===== src/sv/mcr_pkg.sv =====
// Shared widths, codes and constants for the midpoint circle rasteriser.
package mcr_pkg;

  localparam int COORD_BITS  = 12;
  localparam int RADIUS_BITS = 11;
  localparam int STEP_BITS   = RADIUS_BITS + 1;
  localparam int DEC_BITS    = 16;
  localparam int POINT_BITS  = 14;
  localparam int OCT_BITS    = 3;

  localparam int SUM_BITS0 = (COORD_BITS > STEP_BITS) ? COORD_BITS : STEP_BITS;
  localparam int SUM_BITS1 = (SUM_BITS0 > POINT_BITS) ? SUM_BITS0 : POINT_BITS;
  localparam int SUM_BITS  = SUM_BITS1 + 1;

  localparam logic [DEC_BITS-1:0] DEC_INIT      = DEC_BITS'(3);
  localparam logic [DEC_BITS-1:0] DEC_STEP_DOWN = DEC_BITS'(10);
  localparam logic [DEC_BITS-1:0] DEC_STEP_FLAT = DEC_BITS'(6);

  localparam logic [OCT_BITS-1:0] OCT_FIRST = '0;
  localparam logic [OCT_BITS-1:0] OCT_LAST  = '1;

  typedef enum logic {
    KIND_START = 1'b0,
    KIND_STEP  = 1'b1
  } kind_t;

endpackage


===== src/sv/mcr_if.sv =====
// Handshake channels: command items in, point items out.
interface mcr_cmd_if;
  import mcr_pkg::*;
  logic                   valid;
  logic                   ready;
  kind_t                  kind;
  logic [COORD_BITS-1:0]  center_x;
  logic [COORD_BITS-1:0]  center_y;
  logic [RADIUS_BITS-1:0] radius;

  modport source (output valid, kind, center_x, center_y, radius, input ready);
  modport sink   (input valid, kind, center_x, center_y, radius, output ready);
endinterface

interface mcr_pts_if;
  import mcr_pkg::*;
  logic                         valid;
  logic                         ready;
  logic signed [POINT_BITS-1:0] point_x;
  logic signed [POINT_BITS-1:0] point_y;
  logic [OCT_BITS-1:0]          octant;
  logic                         last;
  logic                         circle_done;

  modport source (output valid, point_x, point_y, octant, last, circle_done, input ready);
  modport sink   (input valid, point_x, point_y, octant, last, circle_done, output ready);
endinterface


===== src/sv/midpoint_circle_rasterizer_top.sv =====
// Midpoint circle rasteriser: decision-variable stepper and eight-point octet emitter.
// First point of a drawing step item is presented in the cycle after it is accepted.
// A drawing step item gives eight points, one point per cycle while pts.ready is high;
// start items and non-drawing steps emit none and are taken when no octet is held.
// The next item is taken in the cycle the eighth point of the current octet leaves.
// Reset (synchronous, rst high) clears the circle state and drops any pending octet.
module midpoint_circle_rasterizer_top (
  input logic      clk,
  input logic      rst,
  mcr_cmd_if.sink  cmd,
  mcr_pts_if.source pts
);
  import mcr_pkg::*;

  logic [STEP_BITS-1:0]  step_x, step_x_next;
  logic [STEP_BITS-1:0]  step_y, step_y_next;
  logic [DEC_BITS-1:0]   decision, decision_next;
  logic [COORD_BITS-1:0] held_center_x, held_center_y;
  logic                  active, active_next;

  logic                  oct_valid;
  logic [OCT_BITS-1:0]   cnt;
  logic [COORD_BITS-1:0] oct_cx, oct_cy;
  logic [STEP_BITS-1:0]  oct_x, oct_y;
  logic                  oct_done;

  logic                  accept, emit, pop;
  logic signed [STEP_BITS:0] nx_w, ny_w;
  logic                  done;
  logic [DEC_BITS-1:0]   dec_down, dec_flat;
  logic [SUM_BITS-1:0]   a_off, b_off, px_sum, py_sum;

  assign pop    = oct_valid && pts.ready;
  assign cmd.ready = !oct_valid || (pts.ready && (cnt == OCT_LAST));
  assign accept = cmd.valid && cmd.ready;
  assign emit   = accept && (cmd.kind == KIND_STEP) && active && !(step_x > step_y);

  // decision update, evaluated against the pre-update value
  always_comb begin
    nx_w     = $signed({1'b0, step_x}) + (STEP_BITS+1)'(1);
    dec_down = decision + ((DEC_BITS'(step_x) - DEC_BITS'(step_y)
                            + DEC_BITS'(2)) << 2) + DEC_STEP_DOWN;
    dec_flat = decision + ((DEC_BITS'(step_x) + DEC_BITS'(1)) << 2) + DEC_STEP_FLAT;
    if ($signed(decision) > $signed(DEC_BITS'(0))) begin
      ny_w          = $signed({1'b0, step_y}) - (STEP_BITS+1)'(1);
      decision_next = dec_down;
    end else begin
      ny_w          = $signed({1'b0, step_y});
      decision_next = dec_flat;
    end
    done        = nx_w > ny_w;
    step_x_next = nx_w[STEP_BITS-1:0];
    step_y_next = ny_w[STEP_BITS-1:0];
    active_next = !done;
  end

  always_ff @(posedge clk) begin
    if (rst) begin
      step_x        <= '0;
      step_y        <= '0;
      decision      <= '0;
      held_center_x <= '0;
      held_center_y <= '0;
      active        <= 1'b0;
    end else if (accept) begin
      if (cmd.kind == KIND_START) begin
        step_x        <= '0;
        step_y        <= STEP_BITS'(cmd.radius);
        decision      <= DEC_INIT - (DEC_BITS'(cmd.radius) << 1);
        held_center_x <= cmd.center_x;
        held_center_y <= cmd.center_y;
        active        <= 1'b1;
      end else if (emit) begin
        step_x   <= step_x_next;
        step_y   <= step_y_next;
        decision <= decision_next;
        active   <= active_next;
      end else begin
        active <= 1'b0;
      end
    end
  end

  // octet holding register and point counter
  always_ff @(posedge clk) begin
    if (rst) begin
      oct_valid <= 1'b0;
      cnt       <= OCT_FIRST;
    end else if (emit) begin
      oct_valid <= 1'b1;
      cnt       <= OCT_FIRST;
    end else if (pop) begin
      cnt <= cnt + OCT_BITS'(1);
      if (cnt == OCT_LAST) begin
        oct_valid <= 1'b0;
      end
    end
  end

  always_ff @(posedge clk) begin
    if (emit) begin
      oct_cx   <= held_center_x;
      oct_cy   <= held_center_y;
      oct_x    <= step_x;
      oct_y    <= step_y;
      oct_done <= done;
    end
  end

  // octant bit 2 swaps the offsets, bit 0 negates x, bit 1 negates y
  always_comb begin
    a_off  = cnt[2] ? SUM_BITS'(oct_y) : SUM_BITS'(oct_x);
    b_off  = cnt[2] ? SUM_BITS'(oct_x) : SUM_BITS'(oct_y);
    px_sum = cnt[0] ? SUM_BITS'(oct_cx) - a_off : SUM_BITS'(oct_cx) + a_off;
    py_sum = cnt[1] ? SUM_BITS'(oct_cy) - b_off : SUM_BITS'(oct_cy) + b_off;
  end

  assign pts.valid       = oct_valid;
  assign pts.point_x     = px_sum[POINT_BITS-1:0];
  assign pts.point_y     = py_sum[POINT_BITS-1:0];
  assign pts.octant      = cnt;
  assign pts.last        = (cnt == OCT_LAST);
  assign pts.circle_done = oct_done;

`ifndef SYNTH
  a_active_in_range: assert property (@(posedge clk) disable iff (rst)
    active |-> step_x <= step_y)
    else $error("active circle with x past y");

  a_emit_loads_octet: assert property (@(posedge clk) disable iff (rst)
    emit |=> oct_valid && cnt == OCT_FIRST)
    else $error("drawing step did not load an octet");

  a_ready_only_on_last: assert property (@(posedge clk) disable iff (rst)
    (cmd.ready && oct_valid) |-> (cnt == OCT_LAST && pts.ready))
    else $error("item taken while octet still pending");

  a_stall_holds_count: assert property (@(posedge clk) disable iff (rst)
    (oct_valid && !pts.ready) |=> oct_valid && $stable(cnt))
    else $error("point counter moved during stall");
`endif

endmodule

===== src/flat_wrapper.sv =====
// flat-port wrapper written by rule: the top's interface ports become plain ports
module midpoint_circle_rasterizer_top_flat import mcr_pkg::*;
  (clk, rst, cmd_valid, cmd_kind, cmd_center_x, cmd_center_y, cmd_radius, cmd_ready, pts_valid, pts_point_x, pts_point_y, pts_octant, pts_last, pts_circle_done, pts_ready);
  mcr_cmd_if cmd_i ();
  mcr_pts_if pts_i ();
  input logic clk;
  input logic rst;
  input wire logic [$bits(cmd_i.valid)-1:0] cmd_valid;
  input wire logic [$bits(cmd_i.kind)-1:0] cmd_kind;
  input wire logic [$bits(cmd_i.center_x)-1:0] cmd_center_x;
  input wire logic [$bits(cmd_i.center_y)-1:0] cmd_center_y;
  input wire logic [$bits(cmd_i.radius)-1:0] cmd_radius;
  output wire logic [$bits(cmd_i.ready)-1:0] cmd_ready;
  output wire logic [$bits(pts_i.valid)-1:0] pts_valid;
  output wire logic [$bits(pts_i.point_x)-1:0] pts_point_x;
  output wire logic [$bits(pts_i.point_y)-1:0] pts_point_y;
  output wire logic [$bits(pts_i.octant)-1:0] pts_octant;
  output wire logic [$bits(pts_i.last)-1:0] pts_last;
  output wire logic [$bits(pts_i.circle_done)-1:0] pts_circle_done;
  input wire logic [$bits(pts_i.ready)-1:0] pts_ready;
  assign cmd_i.valid = cmd_valid;
  assign cmd_i.kind = cmd_kind;
  assign cmd_i.center_x = cmd_center_x;
  assign cmd_i.center_y = cmd_center_y;
  assign cmd_i.radius = cmd_radius;
  assign cmd_ready = cmd_i.ready;
  assign pts_valid = pts_i.valid;
  assign pts_point_x = pts_i.point_x;
  assign pts_point_y = pts_i.point_y;
  assign pts_octant = pts_i.octant;
  assign pts_last = pts_i.last;
  assign pts_circle_done = pts_i.circle_done;
  assign pts_i.ready = pts_ready;
  midpoint_circle_rasterizer_top u_core (.clk(clk), .rst(rst), .cmd(cmd_i), .pts(pts_i));
endmodule

===== config.mk =====
export PLATFORM = sky130hd
export DESIGN_NAME = midpoint_circle_rasterizer_top_flat
export DESIGN_NICKNAME = d
export VERILOG_FILES = /design/src/sv/mcr_pkg.sv /design/src/sv/mcr_if.sv /design/src/sv/midpoint_circle_rasterizer_top.sv /design/src/flat_wrapper.sv
export SDC_FILE = /design/constraint.sdc
export NUM_CORES = 1
export LEC_CHECK = 0
export BUFFER_PORTS_ARGS = -buffer_cell sky130_fd_sc_hd__buf_2
export CORE_AREA = 4 4 137 139
export CTS_BUF_LIST = sky130_fd_sc_hd__clkbuf_4
export DETAILED_ROUTE_END_ITERATION = 10
export DIE_AREA = 0 0 141 143
export PLACE_DENSITY_LB_ADDON = 0.12
export SLEW_MARGIN = 20
export SYNTH_ARGS = -nofsm -noshare
export SYNTH_HDL_FRONTEND = slang
export SYNTH_SLANG_ARGS = --single-unit

===== constraint.sdc =====
create_clock -name clk -period 4.4 [get_ports clk]
set_clock_uncertainty 0.05 [all_clocks]
set_input_delay 0.22 -clock clk [delete_from_list [all_inputs] [get_ports clk]]
set_output_delay 0.22 -clock clk [all_outputs]
set_load 0.02 [all_outputs]

* After elaboration in Yosys (flattened, before gate mapping)
Cells that the tools add are included.
Storage, ports and cells: input port bits 40, logic and storage cells 67, bits in registers 118, output and inout port bits 35
Cells by class: $lt $le $gt $ge 3, bitwise logic cells 1, reduce and logical (&&, ||, !) cells 16, mux-type cells 17, add/sub/neg operators 15, eq/ne operators 2
Operators with widths (number):
- two-way mux 12 bit | 6
- two-way mux 16 bit | 3
- adder 16 bit | 2
- adder 12 x 14 -> 14 bit | 2
- two-way mux 14 bit | 2
- subtractor 12 x 14 -> 14 bit | 2
- adder 12 x 1 -> 13 bit (second input constant) | 2
- adder 16 x 3 -> 16 bit (second input constant) | 1
- adder 16 x 4 -> 16 bit (second input constant) | 1
- > comparator 16 x 1 -> 1 bit (second input constant) | 1
- adder 14 x 2 -> 14 bit (second input constant) | 1
- > comparator 13 bit | 1
- two-way mux 13 bit | 1
- subtractor 12 x 1 -> 13 bit (second input constant) | 1
- subtractor 12 x 12 -> 13 bit | 1
- subtractor 2 x 12 -> 13 bit (first input constant) | 1
- > comparator 12 bit | 1
- logical AND 1 bit | 6
- AND reduction 2 bit | 3
- two-way mux 1 bit | 5
- nonzero test 2 bit | 2
- adder 3 x 1 -> 3 bit (second input constant) | 1
- equality test 3 bit (second input constant) | 1
- logical NOT 1 bit | 3
- 4 further kinds | 4

* Depth between registers and ports, before layout
Gate-level depths: netlist of the first run.
depth in word-level cells 9, mapped depth 21, mapped depth without buffers 21

* Worst setup path before layout of the first run
No wires, ideal clock.
path kind register -> register, start point register u_core.step_x[0], end point register u_core.decision[15], path buffers 0, path slack 0.031 ns, data arrival time 4.193 ns, library setup time 0.126 ns, cell stages (with the launch flop) 22, required time 4.224 ns, cell sequence dfxtp_1 > inv_1 > ha_1 > inv_1 > fa_1 > a21o_1 > a22o_1 > or4b_1 > a31oi_1 > or2_1 > nand4_1 > xnor2_1 > ha_1 > ha_1 > a21o_1 > a21oi_1 > nor2b_1 > o31ai_1 > nand2b_1 > a21oi_1 > xnor2_1 > o211ai_1
On the way: cells in the longest elaborated chain, start to end 7
Ends and longest elaborated chain:
- from (decl) | RTL line midpoint_circle_rasterizer_top.sv:15 | logic [STEP_BITS-1:0] step_x, step_x_next;
- from (signal assigned) | RTL line midpoint_circle_rasterizer_top.sv:74 | step_x <= step_x_next;
- subtractor 12 x 12 -> 13 bit | RTL line midpoint_circle_rasterizer_top.sv:41 | dec_down = decision + ((DEC_BITS'(step_x) - DEC_BITS'(step_y)
- adder 14 x 2 -> 14 bit | RTL line midpoint_circle_rasterizer_top.sv:42 | + DEC_BITS'(2)) << 2) + DEC_STEP_DOWN;
- adder 16 bit | RTL line midpoint_circle_rasterizer_top.sv:41
- adder 16 x 4 -> 16 bit | RTL line midpoint_circle_rasterizer_top.sv:42
- two-way mux 16 bit | RTL line midpoint_circle_rasterizer_top.sv:44 | if ($signed(decision) > $signed(DEC_BITS'(0))) begin
- two-way mux 16 bit | RTL line midpoint_circle_rasterizer_top.sv:73 | end else if (emit) begin
- two-way mux 16 bit | RTL line midpoint_circle_rasterizer_top.sv:66 | if (cmd.kind == KIND_START) begin
- to (signal assigned) | RTL line midpoint_circle_rasterizer_top.sv:69 | decision <= DEC_INIT - (DEC_BITS'(cmd.radius) << 1);
- to (signal assigned) | RTL line midpoint_circle_rasterizer_top.sv:76 | decision <= decision_next;
- to (decl) | RTL line midpoint_circle_rasterizer_top.sv:17 | logic [DEC_BITS-1:0] decision, decision_next;
Parallel ways exist; a longest one is shown, timed or not. The select of a mux whose other input is x is not followed. A chain may end at the register's enable or synchronous reset.

* Final worst setup path of the first run
Ends and elaborated chain as after synthesis.

==> results of run 1 <==
[logic make-up after synthesis]
family          count (synthesis)
fa+ha+maj                     138
flops                         118
mux                            39
compound gates                285
xor+xnor                       89
buf+inv                       136
simple gates                  338
[Yosys cell counts (8+ instances only)]
library cell	n	area, um2
xnor2_1	57	499
clkbuf_1	35	131
o211ai_1	22	165
mux2i_1	34	340
o21a_1	12	90.1
inv_1	90	338
nor2_1	69	259
a21oi_1	110	551
dfxtp_1	69	1380
edfxtp_1	49	1470
xor2_1	30	263
nand4_1	8	50.1
nand2b_1	11	68.8
o21ai_0	41	205
nand3b_1	8	60.1
ha_1	131	1640
nor3_1	27	135
a21o_1	13	97.6
nand3_1	25	125
a211oi_1	11	82.6
and3_1	15	93.8
nor4_1	9	56.3
nor2b_1	20	125
nand2_1	116	435
[flip-flops by register name (all words and copies together) (netlist names), 12 cells and up]
name and count:
u_core.decision 16, u_core.held_center_x 12, u_core.held_center_y 12, u_core.oct_cx 12, u_core.oct_cy 12, u_core.oct_x 12
u_core.oct_y 12, u_core.step_x 12, u_core.step_y 12
[through the flow]
step	setup TNS, ns	hold slack (ns)	cell area, um2	instances	util
after floorplan	0	0.306	9820	1143	-
after global placement	-0.0151	0.360	10700	1454	0.607
after detailed placement	-0.337	0.363	10700	1454	0.607
after CTS	-0.0185	0.0254	11500	1523	0.651
after global routing	-0.342	0.0557	11600	1526	0.658
final	0	0.0788	11600	1526	0.658
[worst max-delay path, cell delays in order (launching register included)]
cell	delay, ns
dfxtp_2	0.34
inv_2	0.05
ha_4	0.13
inv_2	0.03
fa_2	0.34
a21o_1	0.20
a22o_1	0.19
or4b_4	0.53
a31oi_4	0.16
or2_1	0.13
nand4_1	0.13
xnor2_1	0.17
ha_1	0.34
ha_4	0.25
a21o_1	0.21
a21oi_2	0.17
nor2b_2	0.07
o31ai_2	0.24
nand2b_1	0.11
a21oi_2	0.16
xnor2_1	0.14
o211ai_1	0.10
[cells in the final DEF (no fill, tap or decap), drive strengths merged, types with 31 or more instances in the layout]
cell / synthesis / final
a21oi: 111 / 111
dlygate4sd3: 0 / 37
xnor2: 58 / 58
mux2i: 34 / 34
buf: 9 / 128
dfxtp: 69 / 69
o21ai: 42 / 42
xor2: 31 / 31
nor2: 69 / 69
ha: 131 / 131
inv: 91 / 93
nand2: 116 / 116
edfxtp: 49 / 49
[power groups by stage]
| stage | clock network [mW] | logic, mW | registers, mW |
|---|---|---|---|
| CTS | 0.984 | 2.48 | 1.32 |
| finish | 0.967 | 2.60 | 1.32 |
| global route | 1.03 | 2.89 | 1.33 |
| detailed placement | 0 | 2.38 | 1.34 |
| global placement | 0 | 2.34 | 1.34 |
| floorplan | 0 | 1.74 | 1.32 |
[area by class of cell]
cell class,count,area share
well taps,229,0.0247
inverters,92,0.0297
diodes,1,0.000215
flip-flops and latches,118,0.246
clock inverters,15,0.0195
repair buffers,165,0.101
clock buffers,17,0.0110
multi-input cells,889,0.568
[layer usage]
metal	track usage	wire length [um]
met5	0	0
met4	0.117	1260
met3	0.0442	1260
met2	0.452	12400
met1	0.317	11200
[how the worst max path moves through the flow]
| stage | from | to | slack [ns] |
|---|---|---|---|
| 2_1_floorplan | u_core.step_x[0]$_SDFFE_PP0P_ | u_core.decision[15]$_SDFFE_PP0P_ | 0.03 |
| 3_3_place_gp | u_core.step_x[0]$_SDFFE_PP0P_ | u_core.decision[15]$_SDFFE_PP0P_ | -0.02 |
| 3_5_place_dp | u_core.step_x[0]$_SDFFE_PP0P_ | u_core.decision[15]$_SDFFE_PP0P_ | -0.17 |
| 4_1_cts | u_core.step_x[0]$_SDFFE_PP0P_ | u_core.decision[13]$_SDFFE_PP0P_ | -0.01 |
| 5_1_grt | u_core.step_x[0]$_SDFFE_PP0P_ | u_core.decision[15]$_SDFFE_PP0P_ | -0.17 |
| 6_report | u_core.step_x[0]$_SDFFE_PP0P_ | u_core.decision[15]$_SDFFE_PP0P_ | 0.04 |
[what timing repair did]
item / in CTS / in global routing
setup buffers: 0 / 2
setup endpoints to repair: 3 / 8
hold buffers: 37 / 0
pin swaps: 7 / 16
resized for setup: 8 / 27
hold endpoints to repair: 37 / 0
==> key figures, run 1 <==
Layout
  – Synth-to-Final Area Change: 18.3%
  – Area occupied by registers: approximately 2900 um2
  – Total area of multi-input combinational cells: ~6600 um2
  – Share of layout cells above drive strength 1: 0.165
  – Net count reported at finish: ~1.5k
  – Filler Cell Count: between 1.5k and 2k

Logic synthesis
  – Post-synthesis share of cell area spent on and, or, nand and nor gates: 0.166
  – Net Count, Synth: between 1k and 1.5k
  – Area of the mapped netlist: about 9800 um2
  – Fraction of the yosys area taken by sequential cells: 0.291
  – Warning count from the yosys run: 0
  – Main synth FF type: dfxtp_1
  – Multiplexer fraction of the synthesized cell area: 0.0404
  – Number of register bits inferred by synthesis: around 120
  – Number of enable-type register cells in the synthesized netlist: 49
  – Synthesized area per cell: ~8.6 um2
  – Area share of fa/ha/maj cells after synthesis: 0.181
  – Cells after synthesis: around 1.1k
  – Area fraction in compound gates after synthesis: 0.186
  – Share of synthesized flip-flops with an asynchronous set or reset: 0
  – Synth Area in XOR/XNOR: 0.0821
  – Number of different library cells in the post-synthesis netlist: 72
  – Dominant combinational cell family by area after synthesis: compound AO/OA/AOI/OAI gates

GRT
  – Number of global-route vias before repair: about 8.5k
  – First-pass GRT wire length: between 40,000 and 50,000 um
  – Antenna violations before repair: 1
  – Maximum number of pins on one net before global-route repair: 53
  – Overall global routing resource usage: 0.260
  – Remaining global-route overflow: 0

Placed design
  – Final weighted congestion in routability-driven placement: roughly 0.94
  – Buffers added on ports: 74
  – Post-Place Worst Slack: -0.168 ns
  – HPWL after DPL: between 15,000 and 20,000 um

Floorplanning
  – Die Height: about 140 um
  – Initial standard-cell utilization of the core: 0.556
  – Ports placed on the boundary: 75
  – Num rows: roughly 50
  – Area of the core: ~18,000 um2
  – Width of the die: 141 um
  – Overall die area: between 20,000 and 25,000 um2

Flow run
  – Maxcap violations: 0

Power
  – Total power of the final layout: approximately 4.9 mW
  – Cell Pwr Density: ~420 nW/um2
  – Internal power summed over all cells: slightly below 3 mW
  – Net Sw Frac: 0.400
  – Leakage component of the power: 5.11 nW
  – Total net switching power: about 2.0 mW
  – Seq pwr share: 0.270
  – Peak ir drop on the vdd network: 309 uV
  – Fraction of power consumed by combinational cells: 0.533
  – Share of total power in the clock network: 0.198

STA
  – Relative slew slack: 0.328
  – Transition time of the tightest slew-check pin: 1.01 ns
  – Final number of max-transition violations: 0
  – Setup repair after global routing missed its margin: true
  – Final critical-path required period: ~4.4 ns
  – Fraction of the cycle the final worst path needs: 0.992
  – Post-route worst setup slack: around 0.036 ns
  – Fmax: between 200 and 250 MHz
  – Endpoints failing hold: 0
  – Final number of setup-violating endpoints: 0

Critical path
  – Element type at the critical path end: flop
  – Worst R2R Path Depth: 21
  – R2r setup slk: 0.04 ns
  – Highest fanout seen on the critical path: 4
  – Type of the setup path with the least slack: reg2reg
  – Crit path required time: between 4 and 5 ns
  – Kind of launch point of the worst setup path: flop
  – Arrival time of data at the critical path endpoint: about 4.7 ns
  – Destination of the worst register-to-register timing path: u_core.decision[15]$_SDFFE_PP0P_
  – Origin of the critical flop-to-flop path: u_core.step_x[0]$_SDFFE_PP0P_

CTS
  – Number of buffers added by the clock tree synthesis step: 17
  – Maximum number of buffers from clock root to sink: 2
  – Clk slew on worst S/H paths: between 0.1 and 0.15 ns
  – H-tree depth: 4
  – Clock sink total: 118
  – Clock latency on the worst-skew pair: approximately 0.54 ns
  – CTS tree: yes
  – Root cell of the clock tree: clkbuf_4

Route
  – Routed WL per cell: 17.1 um
  – First drt pass iteration count: 5
  – Number of design rule violations left after detail routing: 0
  – Mean number of vias per cell: between 5 and 6
  – Vias: about 8.8k
  – Total Routed Length: approximately 26,000 um
  – Number of antenna-violating nets in the routed design: 0
  – Starting DRC count in detailed routing: roughly 580

Min path
  – Hold crit path type: in2reg
  – Count of cells along the worst hold path: 3
  – Terminating pin of the worst hold path: u_core.step_y[9]$_SDFFE_PP0P_
  – Hold path start: cmd_radius[9]

Status
  – Result of the run: finished, final reports clean
Power figures use the tool's default switching activity.
==> inputs of run 2 (changes only) <==
Settings changed: CORE_AREA 4 4 137 139 to 4 4 138 140, CTS_BUF_LIST sky130_fd_sc_hd__clkbuf_4 to sky130_fd_sc_hd__clkbuf_8 sky130_fd_sc_hd__clkbuf_16, DIE_AREA 0 0 141 143 to 0 0 142 144.
==> key figures, run 2 (synthesized netlist as in run 1, its figures left out) <==
Power
  – Share of total power in the clock network: 0.261 (was 0.198)
  – Peak ir drop on the vdd network: 338 uV (was 309 uV)
  – Fraction of power consumed by combinational cells: 0.490 (was 0.533)
  – Internal power summed over all cells: 3.31 mW (was 2.94 mW)
  – Leakage component of the power: 5.11 nW (about the same)
  – Net Sw Frac: 0.379 (was 0.400)
  – Seq pwr share: 0.249 (was 0.270)
  – Cell Pwr Density: 456 nW/um2 (was 421 nW/um2)
  – Total net switching power: 2.01 mW (was 1.95 mW)

Floorplanning
  – Overall die area: 20,400 um2 (was 20,200 um2)
  – Initial standard-cell utilization of the core: 0.550 (was 0.556)
  – Area of the core: 17,800 um2 (was 17,700 um2)
  – Num rows: 49 (unchanged)
  – Die Height: 144 um (was 143 um)
  – Ports placed on the boundary: 75 (unchanged)
  – Width of the die: 142 um (was 141 um)

Layout
  – Final std cell area, no fill: 11,700 um2 (was 11,600 um2)
  – Area occupied by registers: 2860 um2 (about the same)
  – Share of the core filled with cells: 0.654 (was 0.658)
  – Synth-to-Final Area Change: 18.9% (was 18.3%)
  – Largest register by flop count: u_core.decision (unchanged)
  – Share of layout cells above drive strength 1: 0.164 (was 0.165)
  – Commonest non-fill, non-tap cell in the layout: ha_1 (unchanged)
  – Antenna fix cells: 0 (was 1)
  – Net count reported at finish: 1,441 (was 1,461)
  – Finished Layout Cells: 1,505 (was 1,526)
  – Filler Cell Count: 1,531 (was 1,562)
  – Total area of multi-input combinational cells: 6640 um2 (was 6590 um2)
  – Most frequent cells in the layout: 127 x ha_1, 116 x nand2_1, 108 x a21oi_1 (unchanged)
  – Max FFs per register: 16 (unchanged)

Placed design
  – Placed cell area: 10,700 um2 (about the same)
  – HPWL after DPL: 19,600 um (was 19,700 um)
  – Buffers added on ports: 74 (unchanged)
  – Number of placed instances with taps included: 1,452 (was 1,454)
  – Final weighted congestion in routability-driven placement: 0.930 (was 0.940)

Route
  – Routed wl met2: 12,600 um (was 12,400 um)
  – Routed WL per cell: 17.2 um (was 17.1 um)
  – Starting DRC count in detailed routing: 598 (was 575)
  – Number of design rule violations left after detail routing: 0 (unchanged)
  – Mean number of vias per cell: 5.72 (was 5.74)
  – Vias: 8,614 (was 8,758)
  – Number of antenna-violating nets in the routed design: 0 (unchanged)
  – First drt pass iteration count: 5 (unchanged)
  – Detailed-routed wire length on met3: 963 um (was 1260 um)
  – Uppermost layer routed: met4 (unchanged)
  – Met1 Routed Length: 11,600 um (was 11,200 um)
  – Total Routed Length: 25,900 um (was 26,100 um)

Critical path
  – Worst R2R Path Depth: 20 (was 21)
  – Kind of launch point of the worst setup path: flop (unchanged)
  – Element type at the critical path end: flop (unchanged)
  – Crit path required time: 4.64 ns (was 4.78 ns)
  – Arrival time of data at the critical path endpoint: 4.60 ns (was 4.74 ns)
  – Destination of the worst register-to-register timing path: u_core.decision[13]$_SDFFE_PP0P_ (was u_core.decision[15]$_SDFFE_PP0P_)
  – R2r setup slk: 0.04 ns (about the same)
  – Highest fanout seen on the critical path: 3 (was 4)
  – Type of the setup path with the least slack: reg2reg (unchanged)
  – Origin of the critical flop-to-flop path: u_core.step_x[0]$_SDFFE_PP0P_ (unchanged)

STA
  – Setup repair after global routing missed its margin: true (unchanged)
  – Final number of max-transition violations: 0 (unchanged)
  – Post-Route Hold Slack: 0.00933 ns (was 0.0788 ns)
  – Final critical-path required period: 4.36 ns (about the same)
  – Relative slew slack: 0.345 (was 0.328)
  – Fmax: 229 MHz (about the same)
  – Final number of setup-violating endpoints: 0 (unchanged)
  – Final sum of negative setup slack: 0 ns (unchanged)
  – Transition time of the tightest slew-check pin: 0.982 ns (was 1.01 ns)
  – Fraction of the cycle the final worst path needs: 0.991 (was 0.992)
  – Endpoints failing hold: 0 (unchanged)

CTS
  – H-tree depth: 4 (unchanged)
  – Maximum number of buffers from clock root to sink: 2 (unchanged)
  – CTS tree: yes (unchanged)
  – Clk slew on worst S/H paths: 0.06 ns (was 0.12 ns)
  – Clock latency on the worst-skew pair: 0.43 ns (was 0.54 ns)
  – Root cell of the clock tree: clkbuf_16 (was clkbuf_4)
  – Number of buffers added by the clock tree synthesis step: 17 (unchanged)
  – Clock sink total: 118 (unchanged)

GRT
  – Overall global routing resource usage: 0.258 (was 0.260)
  – Maximum number of pins on one net before global-route repair: 51 (was 53)
  – Antenna violations before repair: 0 (was 1)
  – First-pass GRT wire length: 42,000 um (about the same)
  – Remaining global-route overflow: 0 (unchanged)
  – Number of global-route vias before repair: 8,226 (was 8,534)

Min path
  – Hold path start: cmd_center_x[6] (was cmd_radius[9])
  – Count of cells along the worst hold path: 3 (unchanged)
  – Hold crit path type: in2reg (unchanged)
  – Terminating pin of the worst hold path: u_core.held_center_x[6]$_SDFFE_PP0P_ (was u_core.step_y[9]$_SDFFE_PP0P_)

Status
  – Result of the run: finished, final reports clean (unchanged)

Flow run
  – Maxcap violations: 0 (unchanged)
run 2: repair_timing:
item,4_1_cts,5_1_grt
hold buffers,19,0
buffers inserted,1,1
resized for setup,9,29
pin swaps,8,23
setup endpoints to repair,3,6
endpoints found under the hold margin,19,0
run 2: through the flow:
step                total power, mW  setup WS, ns
finish                         5.32        0.0408
global route                   5.68        -0.166
CTS                            5.20        0.0389
detailed placement             3.71        -0.105
global placement               3.69       -0.0139
floorplan                      3.06        0.0306
run 2: metal layers:
layer  vias to the layer above  global-route usage
met5                         -                   0
met4                         0              0.0889
met3                        39              0.0380
met2                       191               0.441
met1                      4049               0.334
li1                       4335                   -
run 2: worst max-delay path by stage:
| stage | start | to | cells after the start | slack [ns] |
|---|---|---|---|---|
| after floorplan | u_core.step_x[0]$_SDFFE_PP0P_ | u_core.decision[15]$_SDFFE_PP0P_ | 21 | 0.03 |
| after global routing | u_core.step_x[0]$_SDFFE_PP0P_ | u_core.decision[13]$_SDFFE_PP0P_ | 20 | -0.17 |
| after detailed placement | u_core.step_x[0]$_SDFFE_PP0P_ | u_core.decision[15]$_SDFFE_PP0P_ | 21 | -0.10 |
| after global placement | u_core.step_x[0]$_SDFFE_PP0P_ | u_core.decision[15]$_SDFFE_PP0P_ | 21 | -0.01 |
| after CTS | u_core.step_x[0]$_SDFFE_PP0P_ | u_core.decision[13]$_SDFFE_PP0P_ | 20 | 0.04 |
| final | u_core.step_x[0]$_SDFFE_PP0P_ | u_core.decision[13]$_SDFFE_PP0P_ | 20 | 0.04 |
run 2: power groups by stage:
| stage | registers, mW | logic (mW) | clock network, mW |
|---|---|---|---|
| floorplan | 1.32 | 1.74 | 0 |
| global placement | 1.34 | 2.35 | 0 |
| detailed placement | 1.34 | 2.37 | 0 |
| CTS | 1.32 | 2.47 | 1.41 |
| global route | 1.33 | 2.89 | 1.46 |
| finish | 1.32 | 2.61 | 1.39 |
run 2: layout make-up:
class,instances,share of cell area
Tap cell,229,0.0246
Clock buffer,17,0.0365
Inverter,92,0.0296
Sequential cell,118,0.245
Multi-Input combinational cell,889,0.569
Clock inverter,15,0.0139
Timing Repair Buffer,145,0.0815
run 2: critical path, cell delays in order (launching register included):
cell and delay [ns]:
dfxtp_2 0.32, inv_2 0.06, ha_4 0.13, inv_2 0.04, fa_2 0.38, a21o_1 0.21
a22o_1 0.20, or4b_4 0.50, a31oi_4 0.20, or2_1 0.14, nand4_1 0.14, buf_4 0.19
nor2_4 0.09, xnor2_2 0.12, ha_1 0.27, ha_4 0.25, nand4_1 0.08, nor2_2 0.07
or4_4 0.52, a41oi_2 0.20, a211oi_2 0.09
==> inputs of run 3 (changes only) <==
Settings changed: PLACE_DENSITY from default to 0.79, PLACE_DENSITY_LB_ADDON 0.12 to default.
==> key figures, run 3 (synthesized netlist as in run 1, its figures left out) <==
Critical path
  – Highest fanout seen on the critical path: 4 (was 3)
  – Crit path required time: 4.63 ns (was 4.64 ns)
  – Type of the setup path with the least slack: reg2reg (unchanged)
  – Element type at the critical path end: flop (unchanged)
  – Kind of launch point of the worst setup path: flop (unchanged)
  – Arrival time of data at the critical path endpoint: 4.72 ns (was 4.60 ns)

Floorplanning
  – Initial standard-cell utilization of the core: 0.550 (unchanged)
  – Num rows: 49 (unchanged)
  – Width of the die: 142 um (unchanged)
  – Area of the core: 17,800 um2 (unchanged)
  – Overall die area: 20,400 um2 (unchanged)
  – Die Height: 144 um (unchanged)
  – Ports placed on the boundary: 75 (unchanged)

STA
  – Relative slew slack: 0.371 (was 0.345)
  – Endpoints failing hold: 0 (unchanged)
  – Final sum of negative setup slack: -0.242 ns (was 0 ns)
  – Final number of max-transition violations: 0 (unchanged)
  – Post-route worst setup slack: -0.0942 ns (was 0.0408 ns)
  – Transition time of the tightest slew-check pin: 0.943 ns (was 0.982 ns)
  – Fraction of the cycle the final worst path needs: 1.02 (was 0.991)
  – Setup repair after global routing missed its margin: true (unchanged)
  – Final critical-path required period: 4.49 ns (was 4.36 ns)
  – Final number of setup-violating endpoints: 4 (was 0)
  – Fmax: 223 MHz (was 229 MHz)

Route
  – Vias: 8,862 (was 8,614)
  – Detailed-routed wire length on met3: 1390 um (was 963 um)
  – Routed wl met2: 12,400 um (was 12,600 um)
  – First drt pass iteration count: 5 (unchanged)
  – Number of design rule violations left after detail routing: 0 (unchanged)
  – Starting DRC count in detailed routing: 618 (was 598)
  – Number of antenna-violating nets in the routed design: 0 (unchanged)
  – Routed WL per cell: 17.2 um (about the same)
  – Met1 Routed Length: 11,200 um (was 11,600 um)
  – Total Routed Length: 25,800 um (was 25,900 um)
  – Mean number of vias per cell: 5.91 (was 5.72)
  – Uppermost layer routed: met4 (unchanged)

Placed design
  – Number of placed instances with taps included: 1,453 (was 1,452)
  – Buffers added on ports: 74 (unchanged)
  – Final weighted congestion in routability-driven placement: 0.972 (was 0.930)
  – HPWL after DPL: 19,200 um (was 19,600 um)
  – Post-Place Worst Slack: -0.0929 ns (was -0.105 ns)

CTS
  – H-tree depth: 4 (unchanged)
  – Clk slew on worst S/H paths: 0.06 ns (about the same)
  – Number of buffers added by the clock tree synthesis step: 17 (unchanged)
  – Root cell of the clock tree: clkbuf_16 (unchanged)
  – Maximum number of buffers from clock root to sink: 2 (unchanged)
  – Clock latency on the worst-skew pair: 0.42 ns (was 0.43 ns)
  – CTS tree: yes (unchanged)
  – Clock sink total: 118 (unchanged)

Power
  – Total power of the final layout: 5.33 mW (was 5.32 mW)
  – Peak ir drop on the vdd network: 315 uV (was 338 uV)
  – Cell Pwr Density: 459 nW/um2 (was 456 nW/um2)
  – Leakage component of the power: 5.11 nW (about the same)

Status
  – Result of the run: finished with violations (was finished, final reports clean)
  – Violated checks: setup timing

GRT
  – Remaining global-route overflow: 0 (unchanged)
  – Overall global routing resource usage: 0.251 (was 0.258)
  – Antenna violations before repair: 0 (unchanged)
  – Maximum number of pins on one net before global-route repair: 54 (was 51)
  – Number of global-route vias before repair: 8,491 (was 8,226)
  – First-pass GRT wire length: 41,300 um (was 42,000 um)

Layout
  – Share of layout cells above drive strength 1: 0.171 (was 0.164)
  – Finished Layout Cells: 1,500 (was 1,505)
  – Net count reported at finish: 1,436 (was 1,441)
  – Share of the core filled with cells: 0.650 (was 0.654)
  – Commonest non-fill, non-tap cell in the layout: ha_1 (unchanged)
  – Antenna fix cells: 0 (unchanged)
  – Largest register by flop count: u_core.decision (unchanged)
  – Synth-to-Final Area Change: 18.2% (was 18.9%)
  – Max FFs per register: 16 (unchanged)
  – Most frequent cells in the layout: 127 x ha_1, 113 x nand2_1, 106 x a21oi_1 (was 127 x ha_1, 116 x nand2_1, 108 x a21oi_1)

Flow run
  – Maxcap violations: 0 (unchanged)

Min path
  – Hold crit path type: in2reg (unchanged)
==> run 3: changes by cell type in the layout (fill, tap and decap cells not counted), sizes merged <==
cell	before	now
bufinv	3	2
clkinvlp	4	1
buf	126	130
inv	93	96
dlygate4sd3	19	10
clkbuf	17	18
==> run 3: critical path, cell delays in order (launching register included) <==
cell	delay, ns
dfxtp_2	0.32
inv_2	0.07
ha_4	0.14
inv_2	0.04
fa_2	0.35
a21o_1	0.21
buf_4	0.16
a311oi_1	0.36
o21ai_0	0.25
a31oi_4	0.23
or2_1	0.15
nand4_1	0.16
xnor2_1	0.23
ha_1	0.28
ha_4	0.23
a21o_1	0.20
a21oi_2	0.14
nor2b_2	0.06
or4_4	0.42
a41oi_2	0.20
a211oi_2	0.09
==> run 3: final timing paths <==
| kind | from | to | slack, ns | cells after the start |
|---|---|---|---|---|
| setup / recovery | u_core.step_x[0]$_SDFFE_PP0P_ | u_core.decision[13]$_SDFFE_PP0P_ | -0.09 | 20 |
| hold / removal | cmd_center_x[3] | u_core.held_center_x[3]$_SDFFE_PP0P_ | 0.005 | 3 |
| setup reg to reg | u_core.step_x[0]$_SDFFE_PP0P_ | u_core.decision[13]$_SDFFE_PP0P_ | -0.09 | 20 |
| hold reg to reg | u_core.held_center_y[8]$_SDFFE_PP0P_ | u_core.oct_cy[8]$_DFFE_PP_ | 0.37 | 0 |
==> run 3: metal layers <==
layer,GRT usage,up-vias
li1,-,4325
met1,0.325,4177
met2,0.427,307
met3,0.0413,53
met4,0.0833,0
met5,0,-
==> run 3: where the power goes <==
part           internal [mW]  switching (mW)  total (mW)
Clock                  0.832           0.492        1.32
Combinational           1.22            1.46        2.68
Sequential              1.24          0.0869        1.32
Total                   3.29            2.04        5.33
==> run 3: per-stage QoR <==
step | cell area (um2) | hold slack, ns
finish | 11600 | 0.00508
global route | 11600 | 0.0152
CTS | 11400 | 0.0000424
detailed placement | 10700 | 0.364
global placement | 10700 | 0.360
floorplan | 9820 | 0.306
==> run 3: area by class of cell <==
cell class | instances | area [um2]
Fill cell | 1422 | 6240
Clock inverter | 14 | 121
Clock buffer | 18 | 439
Sequential cell | 118 | 2860
Timing Repair Buffer | 140 | 907
Tap cell | 229 | 287
Multi-Input combinational cell | 889 | 6650
Inverter | 92 | 345
==> run 3: repair_timing <==
action                                  4_1_cts  5_1_grt
endpoints found under the hold margin        10        0
pin swaps                                     8       33
resized for setup                             8       35
hold buffers                                 10        0
endpoints found under the setup margin        3        6
buffers inserted                              1        5
